File: src/rtl/core/ttb_pkg.sv
// ----------------------------------------------------------------------------
// ttb_pkg
// Types and codes shared by the tick timer bank controller and datapath.
// ----------------------------------------------------------------------------
package ttb_pkg;

  localparam logic [2:0] CMD_INIT    = 3'd0;
  localparam logic [2:0] CMD_START   = 3'd1;
  localparam logic [2:0] CMD_STOP    = 3'd2;
  localparam logic [2:0] CMD_DESTROY = 3'd3;
  localparam logic [2:0] CMD_TICK    = 3'd4;
  localparam logic [2:0] CMD_QUERY   = 3'd5;

  localparam logic [1:0] KIND_STATUS = 2'd0;
  localparam logic [1:0] KIND_FIRED  = 2'd1;
  localparam logic [1:0] KIND_QUERY  = 2'd2;

  typedef enum logic [1:0] {
    TS_CREATED   = 2'd0,
    TS_STARTED   = 2'd1,
    TS_STOPPED   = 2'd2,
    TS_DESTROYED = 2'd3
  } tstate_e;

  typedef struct packed {
    tstate_e     state;
    logic        hard;
    logic [31:0] period;
    logic [31:0] delay;
    logic [31:0] count;
  } entry_t;

  localparam entry_t ENTRY_RESET = '{state: TS_DESTROYED, hard: 1'b0,
                                     period: 32'd0, delay: 32'd0, count: 32'd0};

  typedef struct packed {
    logic [1:0]  kind;
    logic [3:0]  idx;
    logic        status;
    tstate_e     state;
    logic [31:0] count;
    logic [31:0] delay;
    logic [31:0] period;
    logic        hard;
    logic        last;
  } res_t;

  typedef struct packed {
    logic load;
    logic walk_clr;
    logic rd;
    logic walk_inc;
    logic wr;
    logic push_res;
    logic push_hold;
    logic hold_last;
    logic set_hold;
    logic clr_hold;
  } ttb_cmd_t;

  typedef struct packed {
    logic new_ok;
    logic is_tick;
    logic fire;
    logic hold_v;
    logic out_free;
    logic walk_end;
  } ttb_sts_t;

  typedef enum logic [1:0] {
    CS_IDLE,
    CS_READ,
    CS_EXEC,
    CS_FLUSH
  } ctl_state_e;

endpackage

File: src/rtl/core/tick_timer_bank.sv
// ----------------------------------------------------------------------------
// tick_timer_bank
// Bank of one-shot and periodic tick timers with a command interface.
//
//   channel  direction  handshake              payload
//   in       input      in_valid_i/in_stall_o  command, timer_index, start_delay,
//                                              period, hard_type
//   out      output     out_valid_o/out_stall_i kind, unit_index, status,
//                                              state_code, remaining_ticks,
//                                              first_delay, reload_period,
//                                              is_hard, last
//
// One item at a time. A command reads its entry, then writes it and its result
// once the output is free. A tick makes two walks (hard, then soft) over the entry
// memory, one entry per cycle through its single registered read port unless
// held. Reset marks every entry unwritten; unwritten entries read as destroyed.
// A stalled output holds the walk only when a new fire has nowhere to go.
// ----------------------------------------------------------------------------
module tick_timer_bank
  import ttb_pkg::*;
#(
  parameter int NUM_TIMERS = 16
) (
  input  logic        clk_i,
  input  logic        rst_ni,
  input  logic        in_valid_i,
  output logic        in_stall_o,
  input  logic [2:0]  command_i,
  input  logic [3:0]  timer_index_i,
  input  logic [31:0] start_delay_i,
  input  logic [31:0] period_i,
  input  logic        hard_type_i,
  output logic        out_valid_o,
  input  logic        out_stall_i,
  output logic [1:0]  kind_o,
  output logic [3:0]  unit_index_o,
  output logic        status_o,
  output logic [1:0]  state_code_o,
  output logic [31:0] remaining_ticks_o,
  output logic [31:0] first_delay_o,
  output logic [31:0] reload_period_o,
  output logic        is_hard_o,
  output logic        last_o
);

  ttb_cmd_t ctl_cmd;
  ttb_sts_t dp_sts;
  res_t     res;

  ttb_ctrl u_ctrl (
    .clk_i      (clk_i),
    .rst_ni     (rst_ni),
    .in_valid_i (in_valid_i),
    .in_stall_o (in_stall_o),
    .sts_i      (dp_sts),
    .cmd_o      (ctl_cmd)
  );

  ttb_datapath #(
    .NUM_TIMERS (NUM_TIMERS)
  ) u_datapath (
    .clk_i         (clk_i),
    .rst_ni        (rst_ni),
    .command_i     (command_i),
    .timer_index_i (timer_index_i),
    .start_delay_i (start_delay_i),
    .period_i      (period_i),
    .hard_type_i   (hard_type_i),
    .cmd_i         (ctl_cmd),
    .sts_o         (dp_sts),
    .out_stall_i   (out_stall_i),
    .out_valid_o   (out_valid_o),
    .out_o         (res)
  );

  assign kind_o            = res.kind;
  assign unit_index_o      = res.idx;
  assign status_o          = res.status;
  assign state_code_o      = res.state;
  assign remaining_ticks_o = res.count;
  assign first_delay_o     = res.delay;
  assign reload_period_o   = res.period;
  assign is_hard_o         = res.hard;
  assign last_o            = res.last;

endmodule

File: src/rtl/core/ttb_ctrl.sv
// ----------------------------------------------------------------------------
// ttb_ctrl
// Sequencer for the timer bank: command accept, entry read, update and
// result transfer, tick walk over all entries and final flush.
// ----------------------------------------------------------------------------
module ttb_ctrl
  import ttb_pkg::*;
(
  input  logic     clk_i,
  input  logic     rst_ni,
  input  logic     in_valid_i,
  output logic     in_stall_o,
  input  ttb_sts_t sts_i,
  output ttb_cmd_t cmd_o
);

  ctl_state_e state_q, state_d;

  always_ff @(posedge clk_i or negedge rst_ni) begin
    if (!rst_ni) begin
      state_q <= CS_IDLE;
    end else begin
      state_q <= state_d;
    end
  end

  always_comb begin
    state_d = state_q;
    unique case (state_q)
      CS_IDLE: begin
        if (in_valid_i && sts_i.new_ok) state_d = CS_READ;
      end
      CS_READ: state_d = CS_EXEC;
      CS_EXEC: begin
        if (!sts_i.is_tick) begin
          if (sts_i.out_free) state_d = CS_IDLE;
        end else if (!(sts_i.fire && sts_i.hold_v && !sts_i.out_free)) begin
          if (sts_i.walk_end) state_d = CS_FLUSH;
        end
      end
      CS_FLUSH: begin
        if (!sts_i.hold_v || sts_i.out_free) state_d = CS_IDLE;
      end
      default: state_d = CS_IDLE;
    endcase
  end

  always_comb begin
    cmd_o      = '0;
    in_stall_o = 1'b1;
    unique case (state_q)
      CS_IDLE: begin
        in_stall_o = 1'b0;
        if (in_valid_i) begin
          cmd_o.load     = 1'b1;
          cmd_o.walk_clr = 1'b1;
        end
      end
      CS_READ: cmd_o.rd = 1'b1;
      CS_EXEC: begin
        if (!sts_i.is_tick) begin
          if (sts_i.out_free) begin
            cmd_o.wr       = 1'b1;
            cmd_o.push_res = 1'b1;
          end
        end else if (!(sts_i.fire && sts_i.hold_v && !sts_i.out_free)) begin
          cmd_o.wr = 1'b1;
          if (sts_i.fire) begin
            cmd_o.set_hold  = 1'b1;
            cmd_o.push_hold = sts_i.hold_v;
          end
          if (!sts_i.walk_end) begin
            cmd_o.walk_inc = 1'b1;
            cmd_o.rd       = 1'b1;
          end
        end
      end
      CS_FLUSH: begin
        if (sts_i.hold_v && sts_i.out_free) begin
          cmd_o.push_hold = 1'b1;
          cmd_o.hold_last = 1'b1;
          cmd_o.clr_hold  = 1'b1;
        end
      end
      default: in_stall_o = 1'b1;
    endcase
  end

endmodule

File: src/rtl/core/ttb_datapath.sv
// ----------------------------------------------------------------------------
// ttb_datapath
// Timer entry memory with valid bits, entry update logic, walk counter,
// held fire result and output register.
// ----------------------------------------------------------------------------
module ttb_datapath
  import ttb_pkg::*;
#(
  parameter int NUM_TIMERS = 16
) (
  input  logic        clk_i,
  input  logic        rst_ni,
  input  logic [2:0]  command_i,
  input  logic [3:0]  timer_index_i,
  input  logic [31:0] start_delay_i,
  input  logic [31:0] period_i,
  input  logic        hard_type_i,
  input  ttb_cmd_t    cmd_i,
  output ttb_sts_t    sts_o,
  input  logic        out_stall_i,
  output logic        out_valid_o,
  output res_t        out_o
);

  localparam int IDX_W = (NUM_TIMERS > 1) ? $clog2(NUM_TIMERS) : 1;
  localparam logic [IDX_W-1:0] LAST_IDX = IDX_W'(NUM_TIMERS - 1);

  logic [2:0]       cmd_q;
  logic [3:0]       cmd_idx_q;
  logic [31:0]      sdel_q;
  logic [31:0]      per_q;
  logic             hard_q;

  entry_t           mem_q [NUM_TIMERS];
  logic [NUM_TIMERS-1:0] valid_q;
  entry_t           rd_q;
  logic             vld_rd_q;

  logic [IDX_W-1:0] walk_idx_q, walk_idx_d, nxt_idx;
  logic             pass_hard_q, pass_hard_d;

  res_t             hold_q;
  logic             hold_v_q, hold_v_d;
  res_t             out_q, out_d;
  logic             out_v_q, out_v_d;

  logic             is_tick, in_range, fire, active, st_bad, wr_en, out_free;
  logic [IDX_W-1:0] cmd_addr, rd_addr, wr_addr;
  logic [31:0]      cnt1, load_val;
  entry_t           cur, upd;
  res_t             new_res;

  assign is_tick  = (cmd_q == CMD_TICK);
  assign in_range = ({28'd0, cmd_idx_q} < NUM_TIMERS);
  assign cmd_addr = IDX_W'(cmd_idx_q);
  assign nxt_idx  = (walk_idx_q == LAST_IDX) ? '0 : walk_idx_q + IDX_W'(1);
  assign rd_addr  = cmd_i.walk_inc ? nxt_idx : (is_tick ? walk_idx_q : cmd_addr);
  assign wr_addr  = is_tick ? walk_idx_q : cmd_addr;
  assign wr_en    = cmd_i.wr && (is_tick || in_range);
  assign out_free = !out_v_q || !out_stall_i;

  always_ff @(posedge clk_i) begin
    if (cmd_i.load) begin
      cmd_q     <= command_i;
      cmd_idx_q <= timer_index_i;
      sdel_q    <= start_delay_i;
      per_q     <= period_i;
      hard_q    <= hard_type_i;
    end
  end

  // entry memory; a read of the entry being written takes the new value
  always_ff @(posedge clk_i) begin
    if (wr_en) begin
      mem_q[wr_addr] <= upd;
    end
    if (cmd_i.rd) begin
      if (wr_en && (rd_addr == wr_addr)) rd_q <= upd;
      else rd_q <= mem_q[rd_addr];
    end
  end

  always_ff @(posedge clk_i or negedge rst_ni) begin
    if (!rst_ni) begin
      valid_q  <= '0;
      vld_rd_q <= 1'b0;
    end else begin
      if (wr_en) valid_q[wr_addr] <= 1'b1;
      if (cmd_i.rd) vld_rd_q <= valid_q[rd_addr] || (wr_en && (rd_addr == wr_addr));
    end
  end

  // entry update
  always_comb begin
    cur      = vld_rd_q ? rd_q : ENTRY_RESET;
    upd      = cur;
    st_bad   = 1'b0;
    fire     = 1'b0;
    active   = 1'b0;
    cnt1     = (cur.count != 32'd0) ? cur.count - 32'd1 : 32'd0;
    load_val = (cur.delay != 32'd0) ? cur.delay : cur.period;
    if (is_tick) begin
      active = (cur.state == TS_STARTED) && (cur.hard == pass_hard_q);
      if (active) begin
        upd.count = cnt1;
        if (cnt1 == 32'd0) begin
          fire = 1'b1;
          if (cur.period != 32'd0) upd.count = cur.period;
          else upd.state = TS_STOPPED;
        end
      end
    end else begin
      unique case (cmd_q)
        CMD_INIT: begin
          upd.state  = TS_CREATED;
          upd.hard   = hard_q;
          upd.period = per_q;
          upd.delay  = sdel_q;
          upd.count  = (sdel_q != 32'd0) ? sdel_q : per_q;
        end
        CMD_START: begin
          if (cur.state == TS_CREATED || cur.state == TS_STOPPED) begin
            upd.count = load_val;
            upd.state = TS_STARTED;
          end else begin
            st_bad = 1'b1;
          end
        end
        CMD_STOP: begin
          if (cur.state == TS_STARTED) upd.state = TS_STOPPED;
          else st_bad = 1'b1;
        end
        CMD_DESTROY: upd.state = TS_DESTROYED;
        default: upd = cur;
      endcase
    end
  end

  always_comb begin
    new_res.kind   = is_tick ? KIND_FIRED :
                     ((cmd_q == CMD_QUERY) ? KIND_QUERY : KIND_STATUS);
    new_res.idx    = is_tick ? 4'(walk_idx_q) : cmd_idx_q;
    new_res.status = st_bad;
    new_res.state  = upd.state;
    new_res.count  = upd.count;
    new_res.delay  = upd.delay;
    new_res.period = upd.period;
    new_res.hard   = upd.hard;
    new_res.last   = 1'b0;
    if (!is_tick && !in_range) begin
      new_res.status = 1'b1;
      new_res.state  = TS_DESTROYED;
      new_res.count  = 32'd0;
      new_res.delay  = 32'd0;
      new_res.period = 32'd0;
      new_res.hard   = 1'b0;
    end
  end

  // walk position
  always_comb begin
    walk_idx_d  = walk_idx_q;
    pass_hard_d = pass_hard_q;
    if (cmd_i.walk_clr) begin
      walk_idx_d  = '0;
      pass_hard_d = 1'b1;
    end else if (cmd_i.walk_inc) begin
      walk_idx_d = nxt_idx;
      if (walk_idx_q == LAST_IDX) pass_hard_d = 1'b0;
    end
  end

  always_comb begin
    hold_v_d = hold_v_q;
    if (cmd_i.set_hold) hold_v_d = 1'b1;
    else if (cmd_i.clr_hold) hold_v_d = 1'b0;
    out_v_d = out_v_q;
    if (cmd_i.push_res || cmd_i.push_hold) out_v_d = 1'b1;
    else if (!out_stall_i) out_v_d = 1'b0;
  end

  always_comb begin
    out_d = out_q;
    if (cmd_i.push_res) begin
      out_d      = new_res;
      out_d.last = 1'b1;
    end else if (cmd_i.push_hold) begin
      out_d      = hold_q;
      out_d.last = cmd_i.hold_last;
    end
  end

  always_ff @(posedge clk_i or negedge rst_ni) begin
    if (!rst_ni) begin
      walk_idx_q  <= '0;
      pass_hard_q <= 1'b1;
      hold_v_q    <= 1'b0;
      out_v_q     <= 1'b0;
    end else begin
      walk_idx_q  <= walk_idx_d;
      pass_hard_q <= pass_hard_d;
      hold_v_q    <= hold_v_d;
      out_v_q     <= out_v_d;
    end
  end

  always_ff @(posedge clk_i) begin
    if (cmd_i.set_hold) hold_q <= new_res;
    out_q <= out_d;
  end

  assign sts_o.new_ok   = (command_i <= CMD_QUERY);
  assign sts_o.is_tick  = is_tick;
  assign sts_o.fire     = fire;
  assign sts_o.hold_v   = hold_v_q;
  assign sts_o.out_free = out_free;
  assign sts_o.walk_end = (walk_idx_q == LAST_IDX) && !pass_hard_q;

  assign out_valid_o = out_v_q;
  assign out_o       = out_q;

endmodule

File: config.mk
export PLATFORM = sky130hd
export DESIGN_NAME = tick_timer_bank
export DESIGN_NICKNAME = d
export VERILOG_FILES = /design/src/rtl/core/ttb_pkg.sv /design/src/rtl/core/tick_timer_bank.sv /design/src/rtl/core/ttb_ctrl.sv /design/src/rtl/core/ttb_datapath.sv
export SDC_FILE = /design/constraint.sdc
export NUM_CORES = 2
export LEC_CHECK = 0
export BUFFER_PORTS_ARGS = -buffer_cell sky130_fd_sc_hd__buf_2
export CORE_AREA = 3 3 408 410
export DETAILED_ROUTE_END_ITERATION = 16
export DIE_AREA = 0 0 411 413
export PLACE_DENSITY = 0.67
export SYNTH_ARGS = -nofsm -noshare
export SYNTH_HDL_FRONTEND = slang
export SYNTH_SLANG_ARGS = --single-unit
File: constraint.sdc
create_clock -name clk_i -period 23.9 [get_ports clk_i]
set_clock_uncertainty 0.15 [all_clocks]
set_input_delay 0 -clock clk_i [delete_from_list [all_inputs] [get_ports clk_i]]
set_output_delay 0 -clock clk_i [all_outputs]
set_load 0.05 [all_outputs]
==> reports/metrics.csv <==
stage;metric;value;unit
outcome;status;complete, but fails checks;
outcome;failing checks;max-capacitance violations;
floorplan;Row Count;148;
clocking;Num CTS Buffers;196;
clocking;CTS tree;yes;
clocking;post-CTS sizing;0;
synth;Mapped Nets;5562;
setup_path;Req. time, crit path;24.46;ns
setup_path;crit path capture type;register;
flow_run;Max-Cap Viols;1;
layout;commonest non-fill, non-tap cells in the layout;1,967 x edfxtp_1, 807 x a211oi_1, 601 x and3_1;
floorplan;Initial Util;50.0;%
layout;layout cells sized above 1;11.8;%
power_and_ir_drop;Internal;0.00714;W
setup_path;largest stage delay on the critical path;0.80;ns
global_route;GR Util All Layers;29.5;%
power_and_ir_drop;VDD IR-drop max;0.0874;mV
setup_path;CP Class;register to register;
timing;fmax;0.109;GHz
synth;Post-Syn Area;0.0814;mm2
timing;final setup vio count;0;
synth;syn avg cell area;14.9;um2
power_and_ir_drop;Sw Ratio;35.4;%
place;placer congestion estimate;1.03;
clocking;clock sink count;1994;
timing;Post-Route Setup TNS;0;ns
floorplan;Horiz. Die Dim;411;um
layout;commonest non-fill, non-tap cell in the layout;edfxtp_1;
clocking;clock-pin transition on the worst setup and hold timing paths;0.06;ns
place;Final HPWL DP;143000;um
global_route;maximum number of pins on one net before global-route repair;230;
clocking;H-tree levels;4;
layout;Area growth syn-to-layout;13.8;%
detailed_routing;antenna-violating nets left;0;
timing;Worst Tran Pin Value;1.46;ns
detailed_routing;DR DRC count;0;
global_route;vias in the first global route;51300;
place;Place WS;14.93;ns
detailed_routing;vias per cell;6.65;
timing;post-route minimum period;9.15;ns
synth;Post-synth EDFFs;1967;
synth;Synth cell types;74;
detailed_routing;DR WL/cell;31.7;um
power_and_ir_drop;logic gate share of total power;27.5;%
floorplan;io pins;185;
place;IO Port Bufs;184;
setup_path;arrival time of the worst setup path;9.72;ns
setup_path;Critical Path Source Type;register;
detailed_routing;DRT iter0 DRCs;7608;
timing;Slew Viols, Final;0;
timing;Final WS setup;14.75;ns
layout;Nets;5768;
detailed_routing;via count;53400;
power_and_ir_drop;Clk network pwr share;27.7;%
detailed_routing;first drt pass iteration count;7;
global_route;grt ovf;0;
power_and_ir_drop;Sequential Power Share;44.8;%
clocking;clk_lat worst skew;0.87;ns
timing;unrepaired setup endpoints after global routing;no;
setup_path;Crit path top cell by count;buf_4;
synth;cell count after synthesis;5479;
setup_path;CP Cell Sequence;nand2_1 > ha_1 > nor3b_1 > and2_1 > a31o_2 > a21oi_1 > nor4_1 > nand4_1 > nor3_2 > o21ai_4 > nand2_4 > buf_4 > buf_12 > buf_4 > buf_4 > a211oi_1 > nor4_1 > a211o_1;
power_and_ir_drop;P_leak;31.9;nW
timing;final period utilization;38.3;%
setup_path;Max FO, Critical Path;171;
min_path;Worst Hold Class;primary input to asynchronous set/reset pin;
floorplan;Die Area;0.170;mm2
power_and_ir_drop;pwr/cell area;119;mW/mm2
synth;sequential area share after synthesis;73.4;%
timing;relative slew slack;0.283;%
floorplan;core area;0.163;mm2
synth;Post-synth ARST share;1.30;%
synth;top_reg_cell synth;edfxtp_1;
floorplan;Die Y;413;um
clocking;Clock Tree Buf Depth;3;
synth;Yosys reg bits;1994;
clocking;Root Driver;clkbuf_16;
power_and_ir_drop;Psw;0.00392;W
global_route;first-pass GRT wire length;365000;um
global_route;initial antenna violation count;16;
synth;Yosys Warn Count;0;
layout;Layout fillers;12400;
setup_path;Max stage delay cell, worst path;dfrtp_4;
timing;final hold vios;0;
detailed_routing;final WL;254000;um
## metrics by stage
stage	hold slack (ns)	instance area, um2	power [W]	util [%]	std cells
floorplan	-0.446	81400	0.00670	-	5479
global placement	-0.0758	84600	0.00791	52.0	7509
detailed placement	-0.0734	84600	0.00795	52.0	7509
CTS	0.154	92500	0.0110	56.9	8017
global route	0.203	92600	0.0114	56.9	8020
finish	0.179	92600	0.0111	56.9	8026
## cell usage after synthesis, drive strengths merged (16+ instances only)
master | instances | share of area, %
a211oi | 807 | 7.4
nand2 | 363 | 1.7
o31ai | 20 | 0.18
a31oi | 18 | 0.14
dfrtp | 25 | 0.77
edfxtp | 1967 | 73
o21ai | 105 | 0.65
a221oi | 16 | 0.17
o22ai | 16 | 0.12
o2bb2ai | 48 | 0.52
nor2 | 116 | 0.54
nand4 | 16 | 0.13
nor3 | 24 | 0.16
clkbuf | 378 | 1.7
and3 | 601 | 4.6
a211o | 102 | 1.1
a21oi | 139 | 0.87
or2 | 21 | 0.16
or3 | 18 | 0.14
mux2i | 209 | 2.6
nor4 | 138 | 1.1
a2111oi | 17 | 0.18
nand3 | 99 | 0.61
buf | 93 | 0.56
## kinds of logic after synthesis
| family | share of synthesized area, % |
|---|---|
| AO/OA/AOI/OAI | 12.0 |
| buffers and inverters | 2.36 |
| flip-flops | 73.4 |
| XOR/XNOR | 0.140 |
| adder cells (fa/ha/maj) | 0.108 |
| AND/OR/NAND/NOR | 9.39 |
| multiplexers | 2.57 |
## power groups by stage
stage / Clock (W) / Sequential (W) / Combinational [W]
after CTS: 0.00309 / 0.00493 / 0.00298
final: 0.00306 / 0.00496 / 0.00304
after floorplan: 0 / 0.00505 / 0.00165
after global placement: 0 / 0.00500 / 0.00291
after global routing: 0.00323 / 0.00496 / 0.00320
after detailed placement: 0 / 0.00500 / 0.00294
## area by class of cell
cell class | instances | area (um2) | share of cell area [%]
Sequential cell | 1994 | 59700 | 64.5
Clock inverter | 116 | 1220 | 1.32
Tap cell | 2175 | 2720 | 2.94
Antenna cell | 6 | 15.0 | 0.0162
Timing Repair Buffer | 479 | 3630 | 3.92
Inverter | 12 | 48.8 | 0.0527
Multi-Input combinational cell | 3002 | 20000 | 21.6
Clock buffer | 242 | 5190 | 5.61
## critical path: cells and delay by family (launching register included)
kind                       cells  cell delay (ns)
AOI/OAI and AO/OA              5             0.81
and+or+nand+nor                8             3.42
adders and majority gates      1             0.78
DFF                            1             0.80
buffers and inverters          4             2.69
## path summary, 6_finish.rpt
| path | end | slack, ns | startpoint | depth (start not counted) |
|---|---|---|---|---|
| setup / recovery | u_datapath.rd_q[93]$_DFFE_PP_ | 14.75 | u_datapath.vld_rd_q$_DFFE_PN0P_ | 18 |
| hold / removal | u_datapath.valid_q[4]$_DFFE_PN0P_ | 0.18 | rst_ni | 4 |
| setup reg to reg | u_datapath.rd_q[93]$_DFFE_PP_ | 14.75 | u_datapath.vld_rd_q$_DFFE_PN0P_ | 18 |
| hold reg to reg | u_datapath.valid_q[6]$_DFFE_PN0P_ | 0.31 | u_datapath.valid_q[6]$_DFFE_PN0P_ | 1 |
| max in group asynchronous | u_datapath.vld_rd_q$_DFFE_PN0P_ | 23.22 | rst_ni | 4 |
| min in group clk_i | u_ctrl.state_q[0]$_DFFE_PN0P_ | 0.23 | out_stall_i | 6 |
## repair_timing
item | CTS | global route
buffers inserted | 0 | 0
hold endpoints to repair | 111 | 0
hold buffers | 150 | 0
## registers in the layout, indices dropped and copies added, names as in the netlist
name,flops
u_ctrl.state_q,2
u_datapath.pass_hard_q,1
u_datapath.walk_idx_q,4
u_datapath.cmd_addr,4
u_datapath.cmd_q,3
u_datapath.out_o,107
u_datapath.rd_q,99
u_datapath.per_q,32
u_datapath.hard_q,1
u_datapath.hold_q,106
u_datapath.hold_v_q,1
u_datapath.sdel_q,32
u_datapath.out_valid_o,1
u_datapath.vld_rd_q,1
u_datapath.mem_q,1584
u_datapath.valid_q,16
## per-layer routing
layer  GRT usage [%]  up-vias  part of all wire [%]
met2            44.4     3251                    45
met1            41.3    27100                    39
li1                -    22400                     -
met5               0        -                0.0090
met3            7.04      614                    11
met4            12.2        4                   4.3
(Power assumes the default switching activity.)
